## config.mk

```make
export PLATFORM = sky130hd
export DESIGN_NAME = track_average_speed
export DESIGN_NICKNAME = d
export VERILOG_FILES = /design/src/rtl/tas_pkg.sv /design/src/rtl/tas_sqsum.sv /design/src/rtl/tas_isqrt.sv /design/src/rtl/tas_div.sv /design/src/rtl/track_average_speed.sv
export SDC_FILE = /design/constraint.sdc
export NUM_CORES = 2
export LEC_CHECK = 0
export BUFFER_PORTS_ARGS = -buffer_cell sky130_fd_sc_hd__buf_4
export CAP_MARGIN = 20
export CORE_UTILIZATION = 30
export CTS_BUF_LIST = sky130_fd_sc_hd__clkbuf_16
export CTS_CLUSTER_DIAMETER = 40
export CTS_CLUSTER_SIZE = 8
export DETAILED_ROUTE_END_ITERATION = 16
export SYNTH_ARGS = -nofsm -noshare
export SYNTH_HDL_FRONTEND = slang
export SYNTH_SLANG_ARGS = --single-unit
```

## constraint.sdc

```tcl
create_clock -name i_clk -period 9.9 [get_ports i_clk]
set_clock_uncertainty 0.1 [all_clocks]
set_input_delay 2.475 -clock i_clk [delete_from_list [all_inputs] [get_ports i_clk]]
set_output_delay 2.475 -clock i_clk [all_outputs]
set_load 0.02 [all_outputs]
```

## src/rtl/tas_pkg.sv

```systemverilog
// ----------------------------------------------------------------------------
// tas_pkg: shared constants for the track average speed block
// Field widths, time conversion factors and the default coordinate width.
// ----------------------------------------------------------------------------
package tas_pkg;

    // default coordinate width (Q24.8 meters)
    localparam int COORD_WIDTH_DEF = 32;

    // accumulator and result widths
    localparam int DIST_W     = 64;
    localparam int TSEC_W     = 40;
    localparam int SPEED_W    = 32;
    localparam int FRAC_SHIFT = 8;
    localparam int LEG_SECS_W = 20;

    // interval conversion
    localparam int SECS_PER_HOUR = 3600;
    localparam int SECS_PER_MIN  = 60;

endpackage

```

## src/rtl/tas_sqsum.sv

```systemverilog
// ----------------------------------------------------------------------------
// tas_sqsum: bit-serial sum of squares
// Computes |dx|^2 + |dy|^2, one multiplier bit of each operand per cycle,
// most significant bit first, into a shift-and-add accumulator.
// ----------------------------------------------------------------------------
module tas_sqsum #(
    parameter int W = 33
) (
    input  logic                  i_clk,
    input  logic                  i_rst_n,
    input  logic                  i_start,
    input  logic signed [W-1:0]   i_dx,
    input  logic signed [W-1:0]   i_dy,
    output logic                  o_done,
    output logic [2*W:0]          o_sum
);
    localparam int SW    = 2 * W + 1;
    localparam int CNT_W = $clog2(W);

    logic [W-1:0]     r_ax, r_ay;
    logic [W-1:0]     r_bx, r_by;
    logic [SW-1:0]    r_acc;
    logic [CNT_W-1:0] r_cnt;
    logic             r_busy;
    logic             r_done;

    logic [W-1:0]  mag_x, mag_y;
    logic [SW-1:0] n_acc;

    // magnitudes of the signed differences
    assign mag_x = i_dx[W-1] ? (~i_dx + W'(1)) : i_dx;
    assign mag_y = i_dy[W-1] ? (~i_dy + W'(1)) : i_dy;

    // one shift-and-add step for both squares
    assign n_acc = {r_acc[SW-2:0], 1'b0}
                 + (r_bx[W-1] ? SW'(r_ax) : SW'(0))
                 + (r_by[W-1] ? SW'(r_ay) : SW'(0));

    // sequencing and datapath registers
    always_ff @(posedge i_clk) begin
        if (!i_rst_n) begin
            r_busy <= 1'b0;
            r_done <= 1'b0;
            r_cnt  <= '0;
        end else begin
            r_done <= 1'b0;
            if (i_start && !r_busy) begin
                r_busy <= 1'b1;
                r_cnt  <= '0;
            end else if (r_busy) begin
                r_cnt <= r_cnt + CNT_W'(1);
                if (r_cnt == CNT_W'(W - 1)) begin
                    r_busy <= 1'b0;
                    r_done <= 1'b1;
                end
            end
        end
    end

    always_ff @(posedge i_clk) begin
        if (i_start && !r_busy) begin
            r_ax  <= mag_x;
            r_ay  <= mag_y;
            r_bx  <= mag_x;
            r_by  <= mag_y;
            r_acc <= '0;
        end else if (r_busy) begin
            r_acc <= n_acc;
            r_bx  <= {r_bx[W-2:0], 1'b0};
            r_by  <= {r_by[W-2:0], 1'b0};
        end
    end

    assign o_done = r_done;
    assign o_sum  = r_acc;

endmodule

```

## src/rtl/tas_isqrt.sv

```systemverilog
// ----------------------------------------------------------------------------
// tas_isqrt: digit-serial integer square root
// Restoring root extraction, two radicand bits and one root bit per cycle.
// ----------------------------------------------------------------------------
module tas_isqrt #(
    parameter int RW = 34
) (
    input  logic              i_clk,
    input  logic              i_rst_n,
    input  logic              i_start,
    input  logic [2*RW-1:0]   i_rad,
    output logic              o_done,
    output logic [RW-1:0]     o_root
);
    localparam int NW    = 2 * RW;
    localparam int RMW   = RW + 2;
    localparam int CNT_W = $clog2(RW);

    logic [NW-1:0]    r_n;
    logic [RMW-1:0]   r_rem;
    logic [RW-1:0]    r_root;
    logic [CNT_W-1:0] r_cnt;
    logic             r_busy;
    logic             r_done;

    logic [RMW+1:0] rem_sh;
    logic [RMW+1:0] trial;
    logic [RMW+1:0] rem_sub;
    logic           ge;

    // bring down two radicand bits and try the next root bit
    assign rem_sh  = {r_rem, r_n[NW-1:NW-2]};
    assign trial   = {2'b00, r_root, 2'b01};
    assign ge      = (rem_sh >= trial);
    assign rem_sub = rem_sh - trial;

    // sequencing
    always_ff @(posedge i_clk) begin
        if (!i_rst_n) begin
            r_busy <= 1'b0;
            r_done <= 1'b0;
            r_cnt  <= '0;
        end else begin
            r_done <= 1'b0;
            if (i_start && !r_busy) begin
                r_busy <= 1'b1;
                r_cnt  <= '0;
            end else if (r_busy) begin
                r_cnt <= r_cnt + CNT_W'(1);
                if (r_cnt == CNT_W'(RW - 1)) begin
                    r_busy <= 1'b0;
                    r_done <= 1'b1;
                end
            end
        end
    end

    // radicand shift line, partial remainder and root
    always_ff @(posedge i_clk) begin
        if (i_start && !r_busy) begin
            r_n    <= i_rad;
            r_rem  <= '0;
            r_root <= '0;
        end else if (r_busy) begin
            r_n    <= {r_n[NW-3:0], 2'b00};
            r_rem  <= ge ? rem_sub[RMW-1:0] : rem_sh[RMW-1:0];
            r_root <= {r_root[RW-2:0], ge};
        end
    end

    assign o_done = r_done;
    assign o_root = r_root;

endmodule

```

## src/rtl/tas_div.sv

```systemverilog
// ----------------------------------------------------------------------------
// tas_div: bit-serial speed divider
// Restoring division of (distance << 8) by total seconds, one quotient bit
// per cycle, with saturation once the quotient outgrows the speed width.
// ----------------------------------------------------------------------------
module tas_div (
    input  logic                        i_clk,
    input  logic                        i_rst_n,
    input  logic                        i_start,
    input  logic [tas_pkg::DIST_W-1:0]  i_dist,
    input  logic [tas_pkg::TSEC_W-1:0]  i_secs,
    output logic                        o_done,
    output logic [tas_pkg::SPEED_W-1:0] o_speed
);
    import tas_pkg::*;

    localparam int DW    = DIST_W + FRAC_SHIFT;
    localparam int CNT_W = $clog2(DW);

    logic [DW-1:0]      r_n;
    logic [TSEC_W-1:0]  r_d;
    logic [TSEC_W-1:0]  r_rem;
    logic [SPEED_W-1:0] r_q;
    logic               r_sat;
    logic [CNT_W-1:0]   r_cnt;
    logic               r_busy;
    logic               r_done;

    logic [TSEC_W:0] rem_sh;
    logic [TSEC_W:0] rem_sub;
    logic            ge;

    // bring down one dividend bit and compare
    assign rem_sh  = {r_rem, r_n[DW-1]};
    assign ge      = (rem_sh >= {1'b0, r_d});
    assign rem_sub = rem_sh - {1'b0, r_d};

    // sequencing
    always_ff @(posedge i_clk) begin
        if (!i_rst_n) begin
            r_busy <= 1'b0;
            r_done <= 1'b0;
            r_cnt  <= '0;
        end else begin
            r_done <= 1'b0;
            if (i_start && !r_busy) begin
                r_busy <= 1'b1;
                r_cnt  <= '0;
            end else if (r_busy) begin
                r_cnt <= r_cnt + CNT_W'(1);
                if (r_cnt == CNT_W'(DW - 1)) begin
                    r_busy <= 1'b0;
                    r_done <= 1'b1;
                end
            end
        end
    end

    // dividend shift line, remainder and quotient
    always_ff @(posedge i_clk) begin
        if (i_start && !r_busy) begin
            r_n   <= {i_dist, FRAC_SHIFT'(0)};
            r_d   <= i_secs;
            r_rem <= '0;
            r_q   <= '0;
            r_sat <= 1'b0;
        end else if (r_busy) begin
            r_n   <= {r_n[DW-2:0], 1'b0};
            r_rem <= ge ? rem_sub[TSEC_W-1:0] : rem_sh[TSEC_W-1:0];
            r_q   <= {r_q[SPEED_W-2:0], ge};
            // a one leaving the top means the speed does not fit
            r_sat <= r_sat | r_q[SPEED_W-1];
        end
    end

    assign o_done  = r_done;
    assign o_speed = r_sat ? '1 : r_q;

endmodule

```

## src/rtl/track_average_speed.sv

```systemverilog
// ----------------------------------------------------------------------------
// track_average_speed: average speed over a track of points
// Sums leg lengths (root of summed squares) and leg durations, and on the
// last point divides distance by time into an unsigned Q16.16 speed.
// ----------------------------------------------------------------------------
//  channel  | handshake          | payload
//  ---------+--------------------+------------------------------------------
//  point in | i_valid / o_ready  | i_pos_x, i_pos_y, i_hours, i_minutes,
//           |                    | i_seconds, i_last_point
//  speed out| o_valid / i_ready  | o_speed, o_zero_time
//
//  A point after the first runs a bit-serial square-sum pass (COORD_WIDTH+1
//  steps) then the root extraction (COORD_WIDTH+2 steps). The last point
//  then runs the 72-step divider when the total time is nonzero. The first
//  point of a track only records its position; when it is also the last
//  point, it goes straight to a zero-time result.
//  Reset is synchronous and clears all totals. A stalled result sits in the
//  output register; the next point is taken meanwhile and only the next
//  last-point result waits for it to drain.
// ----------------------------------------------------------------------------
module track_average_speed #(
    parameter int COORD_WIDTH = tas_pkg::COORD_WIDTH_DEF
) (
    input  logic                        i_clk,
    input  logic                        i_rst_n,
    input  logic                        i_valid,
    output logic                        o_ready,
    input  logic [COORD_WIDTH-1:0]      i_pos_x,
    input  logic [COORD_WIDTH-1:0]      i_pos_y,
    input  logic [7:0]                  i_hours,
    input  logic [5:0]                  i_minutes,
    input  logic [5:0]                  i_seconds,
    input  logic                        i_last_point,
    output logic                        o_valid,
    input  logic                        i_ready,
    output logic [tas_pkg::SPEED_W-1:0] o_speed,
    output logic                        o_zero_time
);
    import tas_pkg::*;

    localparam int W  = COORD_WIDTH + 1;
    localparam int SW = 2 * W + 1;
    localparam int RW = COORD_WIDTH + 2;
    localparam int NW = 2 * RW;

    typedef enum logic [2:0] {
        ST_IDLE,
        ST_LOAD,
        ST_SQ,
        ST_RT,
        ST_DCHK,
        ST_DIV,
        ST_PUB
    } t_state;

    t_state r_state;

    logic [COORD_WIDTH-1:0] r_prev_x, r_prev_y;
    logic                   r_have_prev;
    logic [DIST_W-1:0]      r_tdist;
    logic [TSEC_W-1:0]      r_tsec;
    logic                   r_last;
    logic signed [W-1:0]    r_dx, r_dy;
    logic [SPEED_W-1:0]     r_res_speed;
    logic                   r_res_zero;
    logic                   r_o_valid;
    logic [SPEED_W-1:0]     r_o_speed;
    logic                   r_o_zero;

    logic                  accept;
    logic signed [W-1:0]   x_ext, y_ext, px_ext, py_ext;
    logic [LEG_SECS_W-1:0] leg_secs;
    logic [TSEC_W:0]       tsec_sum;
    logic [DIST_W:0]       dist_sum;
    logic                  sq_start, sq_done;
    logic [SW-1:0]         sq_sum;
    logic                  rt_start, rt_done;
    logic [RW-1:0]         rt_root;
    logic                  div_start, div_done;
    logic [SPEED_W-1:0]    div_speed;
    logic                  out_free;
    logic                  publish;

    assign o_ready  = (r_state == ST_IDLE);
    assign accept   = i_valid && o_ready;
    assign out_free = !r_o_valid || i_ready;
    assign publish  = (r_state == ST_PUB) && out_free;

    // sign-extended coordinates for the differences
    assign x_ext  = {i_pos_x[COORD_WIDTH-1], i_pos_x};
    assign y_ext  = {i_pos_y[COORD_WIDTH-1], i_pos_y};
    assign px_ext = {r_prev_x[COORD_WIDTH-1], r_prev_x};
    assign py_ext = {r_prev_y[COORD_WIDTH-1], r_prev_y};

    // leg duration in seconds and the saturating totals
    assign leg_secs = LEG_SECS_W'(i_hours) * LEG_SECS_W'(SECS_PER_HOUR)
                    + LEG_SECS_W'(i_minutes) * LEG_SECS_W'(SECS_PER_MIN)
                    + LEG_SECS_W'(i_seconds);
    assign tsec_sum = {1'b0, r_tsec} + (TSEC_W + 1)'(leg_secs);
    assign dist_sum = {1'b0, r_tdist} + (DIST_W + 1)'(rt_root);

    // unit starts
    assign sq_start  = (r_state == ST_LOAD);
    assign rt_start  = sq_done;
    assign div_start = (r_state == ST_DCHK) && (r_tsec != '0);

    tas_sqsum #(.W(W)) u_sqsum (
        .i_clk   (i_clk),
        .i_rst_n (i_rst_n),
        .i_start (sq_start),
        .i_dx    (r_dx),
        .i_dy    (r_dy),
        .o_done  (sq_done),
        .o_sum   (sq_sum)
    );

    tas_isqrt #(.RW(RW)) u_isqrt (
        .i_clk   (i_clk),
        .i_rst_n (i_rst_n),
        .i_start (rt_start),
        .i_rad   (NW'(sq_sum)),
        .o_done  (rt_done),
        .o_root  (rt_root)
    );

    tas_div u_div (
        .i_clk   (i_clk),
        .i_rst_n (i_rst_n),
        .i_start (div_start),
        .i_dist  (r_tdist),
        .i_secs  (r_tsec),
        .o_done  (div_done),
        .o_speed (div_speed)
    );

    // track state, sequencing and output register
    always_ff @(posedge i_clk) begin
        if (!i_rst_n) begin
            r_state     <= ST_IDLE;
            r_prev_x    <= '0;
            r_prev_y    <= '0;
            r_have_prev <= 1'b0;
            r_tdist     <= '0;
            r_tsec      <= '0;
            r_last      <= 1'b0;
            r_o_valid   <= 1'b0;
        end else begin
            if (r_o_valid && i_ready && !publish) begin
                r_o_valid <= 1'b0;
            end
            unique case (r_state)
                ST_IDLE: begin
                    if (accept) begin
                        r_prev_x    <= i_pos_x;
                        r_prev_y    <= i_pos_y;
                        r_have_prev <= 1'b1;
                        r_last      <= i_last_point;
                        if (r_have_prev) begin
                            r_tsec  <= tsec_sum[TSEC_W] ? '1 : tsec_sum[TSEC_W-1:0];
                            r_state <= ST_LOAD;
                        end else if (i_last_point) begin
                            r_state <= ST_DCHK;
                        end
                    end
                end
                ST_LOAD: begin
                    r_state <= ST_SQ;
                end
                ST_SQ: begin
                    if (sq_done) begin
                        r_state <= ST_RT;
                    end
                end
                ST_RT: begin
                    if (rt_done) begin
                        r_tdist <= dist_sum[DIST_W] ? '1 : dist_sum[DIST_W-1:0];
                        r_state <= r_last ? ST_DCHK : ST_IDLE;
                    end
                end
                ST_DCHK: begin
                    r_state <= (r_tsec == '0) ? ST_PUB : ST_DIV;
                end
                ST_DIV: begin
                    if (div_done) begin
                        r_state <= ST_PUB;
                    end
                end
                ST_PUB: begin
                    if (out_free) begin
                        r_o_valid   <= 1'b1;
                        r_prev_x    <= '0;
                        r_prev_y    <= '0;
                        r_have_prev <= 1'b0;
                        r_tdist     <= '0;
                        r_tsec      <= '0;
                        r_last      <= 1'b0;
                        r_state     <= ST_IDLE;
                    end
                end
                default: begin
                    r_state <= ST_IDLE;
                end
            endcase
        end
    end

    // payload registers
    always_ff @(posedge i_clk) begin
        if (accept) begin
            r_dx <= x_ext - px_ext;
            r_dy <= y_ext - py_ext;
        end
        if (r_state == ST_DCHK) begin
            r_res_speed <= '0;
            r_res_zero  <= (r_tsec == '0);
        end else if (div_done) begin
            r_res_speed <= div_speed;
        end
        if (publish) begin
            r_o_speed <= r_res_speed;
            r_o_zero  <= r_res_zero;
        end
    end

    assign o_valid     = r_o_valid;
    assign o_speed     = r_o_speed;
    assign o_zero_time = r_o_zero;

`ifndef SYNTH
    // a track with no previous point has empty totals
    a_empty_totals: assert property (@(posedge i_clk) disable iff (!i_rst_n)
        !r_have_prev |-> (r_tdist == '0) && (r_tsec == '0))
        else $error("totals nonzero without a previous point");

    // zero total time reports a zero speed
    a_zero_speed: assert property (@(posedge i_clk) disable iff (!i_rst_n)
        o_valid && o_zero_time |-> (o_speed == '0))
        else $error("zero_time with nonzero speed");

    // unit completions arrive only in the state waiting for them
    a_sq_done: assert property (@(posedge i_clk) disable iff (!i_rst_n)
        sq_done |-> (r_state == ST_SQ))
        else $error("square-sum done outside its phase");

    a_rt_done: assert property (@(posedge i_clk) disable iff (!i_rst_n)
        rt_done |-> (r_state == ST_RT))
        else $error("root done outside its phase");

    a_div_done: assert property (@(posedge i_clk) disable iff (!i_rst_n)
        div_done |-> (r_state == ST_DIV))
        else $error("divider done outside its phase");
`endif

endmodule

```

# Word-level counts from Yosys, hierarchy flattened
# Cells that the tools add are included.
[totals]
output_inout_bits = 35
regBits = 845
word_cells = 170
[classes]
bitwise_logic = 7
n_reduce_logical = 32
add_sub_neg = 15
mul = 2
n_lt_le_gt_ge = 2
muxes = 59
n_eq_ne = 16
[ops]
columns = ["cell", "count"]
rows = [
  ["$mux 33", 8],
  ["$mux 40", 5],
  ["$mux 64", 3],
  ["$mux 72", 2],
  ["$add 67x67->67", 2],
  ["$mux 67", 2],
  ["$mux 32", 4],
  ["$pmux 32 s2", 2],
  ["$pmux 64 s2", 1],
  ["$pmux 40 s2", 1],
  ["$add 33x2->33 const B", 2],
  ["$not 33->33", 2],
  ["$sub 32x32->33", 2],
  ["$add 64x34->65", 1],
  ["$add 40x20->41", 1],
  ["$ge 41x40->1", 1],
  ["$logic_not 40->1", 1],
  ["$reduce_bool 40->1", 1],
  ["$sub 40x40->40", 1],
  ["$ge 38x36->1", 1],
  ["$mux 36", 1],
  ["$sub 36x36->36", 1],
  ["$mux 3", 8],
  ["$pmux 3 s7", 1],
  ["29 further kinds", 79],
]

# Longest topological paths before layout
[depth]
depth_word = 8
mapped_depth = 30
depth_no_buf = 28

# Modules after synthesis
# A second synthesis with hierarchy kept.
[hier_totals]
hier_cells = 5219
hier_area_um2 = 49616.3
[by_module_without_submodules]
columns = ["module", "cells_each", "n_inst", "seq_area_each_um2", "area_per_inst_um2"]
rows = [
  ["track_average_speed", 2189, 1, 7126.8, 19598.8],
  ["tas_sqsum", 1278, 1, 5465.2, 12152.9],
  ["tas_div", 958, 1, 4764.6, 9851.9],
  ["tas_isqrt", 794, 1, 3603.5, 8012.7],
]

# Worst setup path after synthesis
# No wires, ideal clock.
[synth_path]
path_type = "input port to flip-flop"
start = "input i_minutes[0]"
end = "register r_tsec[22]"
slack_ns = 1.430
t_required_ns = 9.683
path_stages = 28
setup_time_ns = 0.117
n_path_buf = 2
t_arrival_ns = 8.254
path_cell_list = "fa_1 -> fa_1 -> inv_1 -> fa_1 -> fa_1 -> inv_1 -> ha_1 -> a21oi_1 -> o21ai_0 -> a21oi_1 -> o21bai_1 -> a21oi_1 -> o21ai_0 -> a21oi_1 -> nor2_1 -> xnor2_1 -> ha_1 -> clkbuf_1 -> nor2b_1 -> o21ai_0 -> nand2b_1 -> nor2b_1 -> a211o_1 -> nor2_1 -> or3_1 -> clkbuf_1 -> o21ai_0 -> a22o_1"
[synth_between]
elab_chain_len = 8
[synth_rtl]
columns = ["element", "line_no", "source"]
rows = [
  ["from (decl)", "track_average_speed.sv:31", "input logic [5:0] i_minutes,"],
  ["$mul 6x4->10", "track_average_speed.sv:97", "+ LEG_SECS_W'(i_minutes) * LEG_SECS_W'(SECS_PER_MIN)"],
  ["$add 20x12->20", "track_average_speed.sv:97", ""],
  ["$add 20x6->20", "track_average_speed.sv:98", "+ LEG_SECS_W'(i_seconds);"],
  ["$add 40x20->41", "track_average_speed.sv:99", "assign tsec_sum = {1'b0, r_tsec} + (TSEC_W + 1)'(leg_secs);"],
  ["$mux 40", "track_average_speed.sv:159", "r_tsec <= tsec_sum[TSEC_W] ? '1 : tsec_sum[TSEC_W-1:0];"],
  ["$mux 40", "track_average_speed.sv:158", "if (r_have_prev) begin"],
  ["$mux 40", "track_average_speed.sv:153", "if (accept) begin"],
  ["$pmux 40 s2", "track_average_speed.sv:151", "unique case (r_state)"],
  ["to (signal assigned)", "track_average_speed.sv:159", ""],
  ["to (decl)", "track_average_speed.sv:61", "logic [TSEC_W-1:0] r_tsec;"],
]
# No other way between the ends. The select of a mux whose other input is x is not followed.
# A chain may end at the register's enable or synchronous reset.

# Final worst setup path
[layout_path]
start = "input i_minutes[3]"
end = "register r_tsec[22]"
# The elaborated chain is that of the path after synthesis.

==> flow_summary.toml <==
[worst_hold_path]
min_to = "o_zero_time"
holdCritPathClass = "register to register"
hold_depth = 0
min_from = "r_res_zero"

[routing]
vias_per_cell = 5.05
totalWireLength_mm = 119
drt_pass1_iterations = 6
wl_per_cell_um = 15.7
drt_iter0_drc = 2670
drcViolationCount = 0
dr_total_vias = 38268
ant_nets = 0

[pwr]
p_sw_frac = 0.378
clock_power_share = 0.304
power.share.sequential = 0.310
p_switching_mw = 6.36
ir_worst_vdd_uv = 251
p_int_mw = 10.5
cellPowerDensity_nw_per_um2 = 298
power.leakage_nw = 23.0
p_comb_frac = 0.385

[setup_path]
crit_slowest_cell = "fa_1"
worst-path-max-fanout = 10
cp_common_cell = "a21oi_1"
max_stage_delay_ns = 0.51
r2r_start = "u_isqrt.o_root[0]"
rrSetupSlack_ns = 4.80
ff2ff_path_depth = 13
critPathKind = "input pin to register"
startpoint_type = "input pin"
worstPathArrival_ns = 9.10
r2r_end = "u_isqrt.r_rem[23]"
end_kind = "register"
critical_path_required_ns = 10.44

[clock_network]
cts_setup_buffers = 0
clkSlewWorstSetupHoldPaths_ns = 0.05
cts_buffers = 157
clockRootBuffer = "clkbuf_16"
clock_latency_ns = 0.78
cts_num_sinks = 845
htreeDepth = 4
cts_tree = "yes"
hold_buffers = 0
clk_path_buf_depth = 3
cts_resized = 0

[place]
gp_congestion = 0.858
dp_hpwl_mm = 84.0
post-place-cells = 7286
portBuffers = 123

[floorplanning]
die_y_um = 403
start_util = 0.303
io_pins = 124
dieArea_sq_um = 162000
die_x_um = 403
core_sq_um = 159000
fp-row-count = 146

[logic_synthesis]
ys.flop_type = "dfxtp_1"
avgSynthCellArea_sq_um = 9.14
ys_seq_area_frac = 0.435
synth_edf_count = 403
synthAdderAreaFrac = 0.104
synthMuxAreaShare = 0.0192
synthSimpleGateAreaFrac = 0.155
synth.net_count = 5727
async_flop_share = 0
synth-warning-count = 0
syn_area_sq_um = 48200
synth_cell_type_count = 83
synth_cells = 5273
synth_top_family_by_area = "compound AO/OA/AOI/OAI gates"
synth_compound_area_frac = 0.181
ys_seq_elements = 845
synth_xor_area_frac = 0.0592

[sta]
slew_headroom = 0.310
hold_viol = 0
worst_pin_slew_ns = 1.03
rsz0062_at_grt = "no"
setup_viol = 0
slew_viol_final = 0
fin_hold_ws_ns = 0.322
fin_crit_sh = 0.864
max_freq_ghz = 0.117
tns_ns = 0
layout_min_cycle_time_ns = 8.56

[cells_and_area]
nets = 5827
layout.cells.non_filler = 7577
area_growth_pct = 17.1
antenna_cells = 0
layout-drive-gt1-share = 0.0870

[global_route]
grt_max_degree = 92
gr-total-overflow = 0
grt_pass1_wl_mm = 194
grt_pass1_vias = 36540
grt_usage = 0.145
grt_antenna_before_repair = 1

[flow_run]
max_cap_violations = 0

[status]
outcome = "complete, no violations"
[worst max-delay path: cells and delay by family]
family          cells  cell delay, ns
fa+ha+maj           6            2.34
compound gates     12            2.24
simple gates        6            1.37
buf+inv             3            0.35
xor+xnor            2            0.33
[worst max path at each step]
| stage | end | startpoint | depth (start not counted) |
|---|---|---|---|
| finish | r_tsec[22] | i_minutes[3] | 29 |
| global route | r_tsec[22] | i_minutes[3] | 29 |
| CTS | r_tsec[22] | i_minutes[3] | 29 |
| detailed placement | r_tsec[22] | i_minutes[3] | 29 |
| global placement | r_tsec[2] | i_minutes[0] | 24 |
| floorplan | r_tsec[22] | i_minutes[0] | 28 |
[cells in the mapped netlist (10+ instances only)]
cell	count	area share
nand3_1	105	0.011
a41oi_1	13	0.0024
or4_1	11	0.0017
buf_2	11	0.0011
inv_1	376	0.029
o31ai_1	63	0.0098
a32oi_1	16	0.0029
a21o_1	140	0.022
xor2_1	97	0.018
edfxtp_1	403	0.25
dfxtp_1	442	0.18
o21bai_1	34	0.0053
mux2_2	40	0.0093
nor4_1	31	0.0040
ha_1	307	0.080
a2111oi_0	10	0.0018
and3_1	47	0.0061
or3_1	34	0.0044
o211ai_1	19	0.0030
a21oi_1	290	0.030
buf_1	13	0.0010
nand2_1	897	0.070
and2_1	33	0.0043
a22o_1	17	0.0031
fa_1	58	0.024
a22oi_1	69	0.011
a311oi_1	23	0.0042
o31a_1	12	0.0022
clkbuf_1	204	0.016
a21boi_0	12	0.0019
nor3_1	56	0.0058
o21a_1	41	0.0064
o21ai_0	338	0.035
a211oi_1	49	0.0076
nor2_1	313	0.024
nand2b_1	38	0.0049
a31oi_1	37	0.0048
o22ai_1	70	0.0091
xnor2_1	229	0.042
nor2b_1	35	0.0045
mux2i_1	46	0.0096
nand4_1	50	0.0065
o311ai_0	22	0.0040
[cells in the final DEF, fill, tap and decap left out, types with 41 or more instances in the layout]
master     instances
a21oi_1          290
a211oi_1          49
clkbuf_16        157
o21ai_0          338
a22oi_1           69
nand3_1          105
o22ai_1           70
and3_1            47
inv_1            424
edfxtp_1         403
ha_1             307
xnor2_1          229
o31ai_1           63
nand4_1           50
nand2_1          895
nor3_1            55
o21a_1            41
dfxtp_1          440
mux2i_1           46
fa_1              58
xor2_1            97
buf_4            169
nor2_1           309
a21o_1           140
[cell families after synthesis]
family,after synthesis
simple gates,1691
compound gates,1351
buf+inv,608
mux,87
xor+xnor,326
flops,845
fa+ha+maj,365
[flip-flops by register name, summed over array words and instances (netlist names), 36 cells and up]
signal         cells
u_isqrt.r_rem     36
u_div.r_n         64
u_isqrt.r_n       68
u_div.r_d         40
r_tdist           64
u_div.r_rem       40
u_sqsum.o_sum     67
r_tsec            40
[layer usage]
metal / track usage / share of wire / vias to the layer above
met5: 0 / 0.000067 / -
met4: 0.0394 / 0.018 / 2
met2: 0.218 / 0.43 / 890
met3: 0.0260 / 0.053 / 160
li1: - / - / 18966
met1: 0.211 / 0.50 / 18250
[power groups by stage]
stage                     clock network (mW)  registers, mW  logic (mW)
after floorplan                            0           5.15        4.99
after CTS                               5.23           5.22        6.49
after global placement                     0           5.26        6.32
after detailed placement                   0           5.28        6.44
final                                   5.12           5.22        6.48
after global routing                    5.40           5.31        7.30
[metrics by stage]
stage | total power, mW | area, sq um | worst slack [ns] | utilization
global route | 18.0 | 56400 | 0.870 | 0.355
global placement | 11.6 | 51200 | 0.566 | 0.322
detailed placement | 11.7 | 51300 | 0.621 | 0.323
finish | 16.8 | 56400 | 1.34 | 0.355
CTS | 16.9 | 56400 | 1.41 | 0.355
floorplan | 10.1 | 48200 | 1.43 | -
[cell type report]
cell class / count / area, sq um
Inverter: 379 / 1430
Clock buffer: 157 / 3930
Fill cell: 16014 / 102000
Timing Repair Buffer: 170 / 1280
Sequential cell: 845 / 21000
Multi-Input combinational cell: 3820 / 25000
Clock inverter: 134 / 1250
Tap cell: 2072 / 2590
Note: power is estimated with default switching activity, not from simulation.
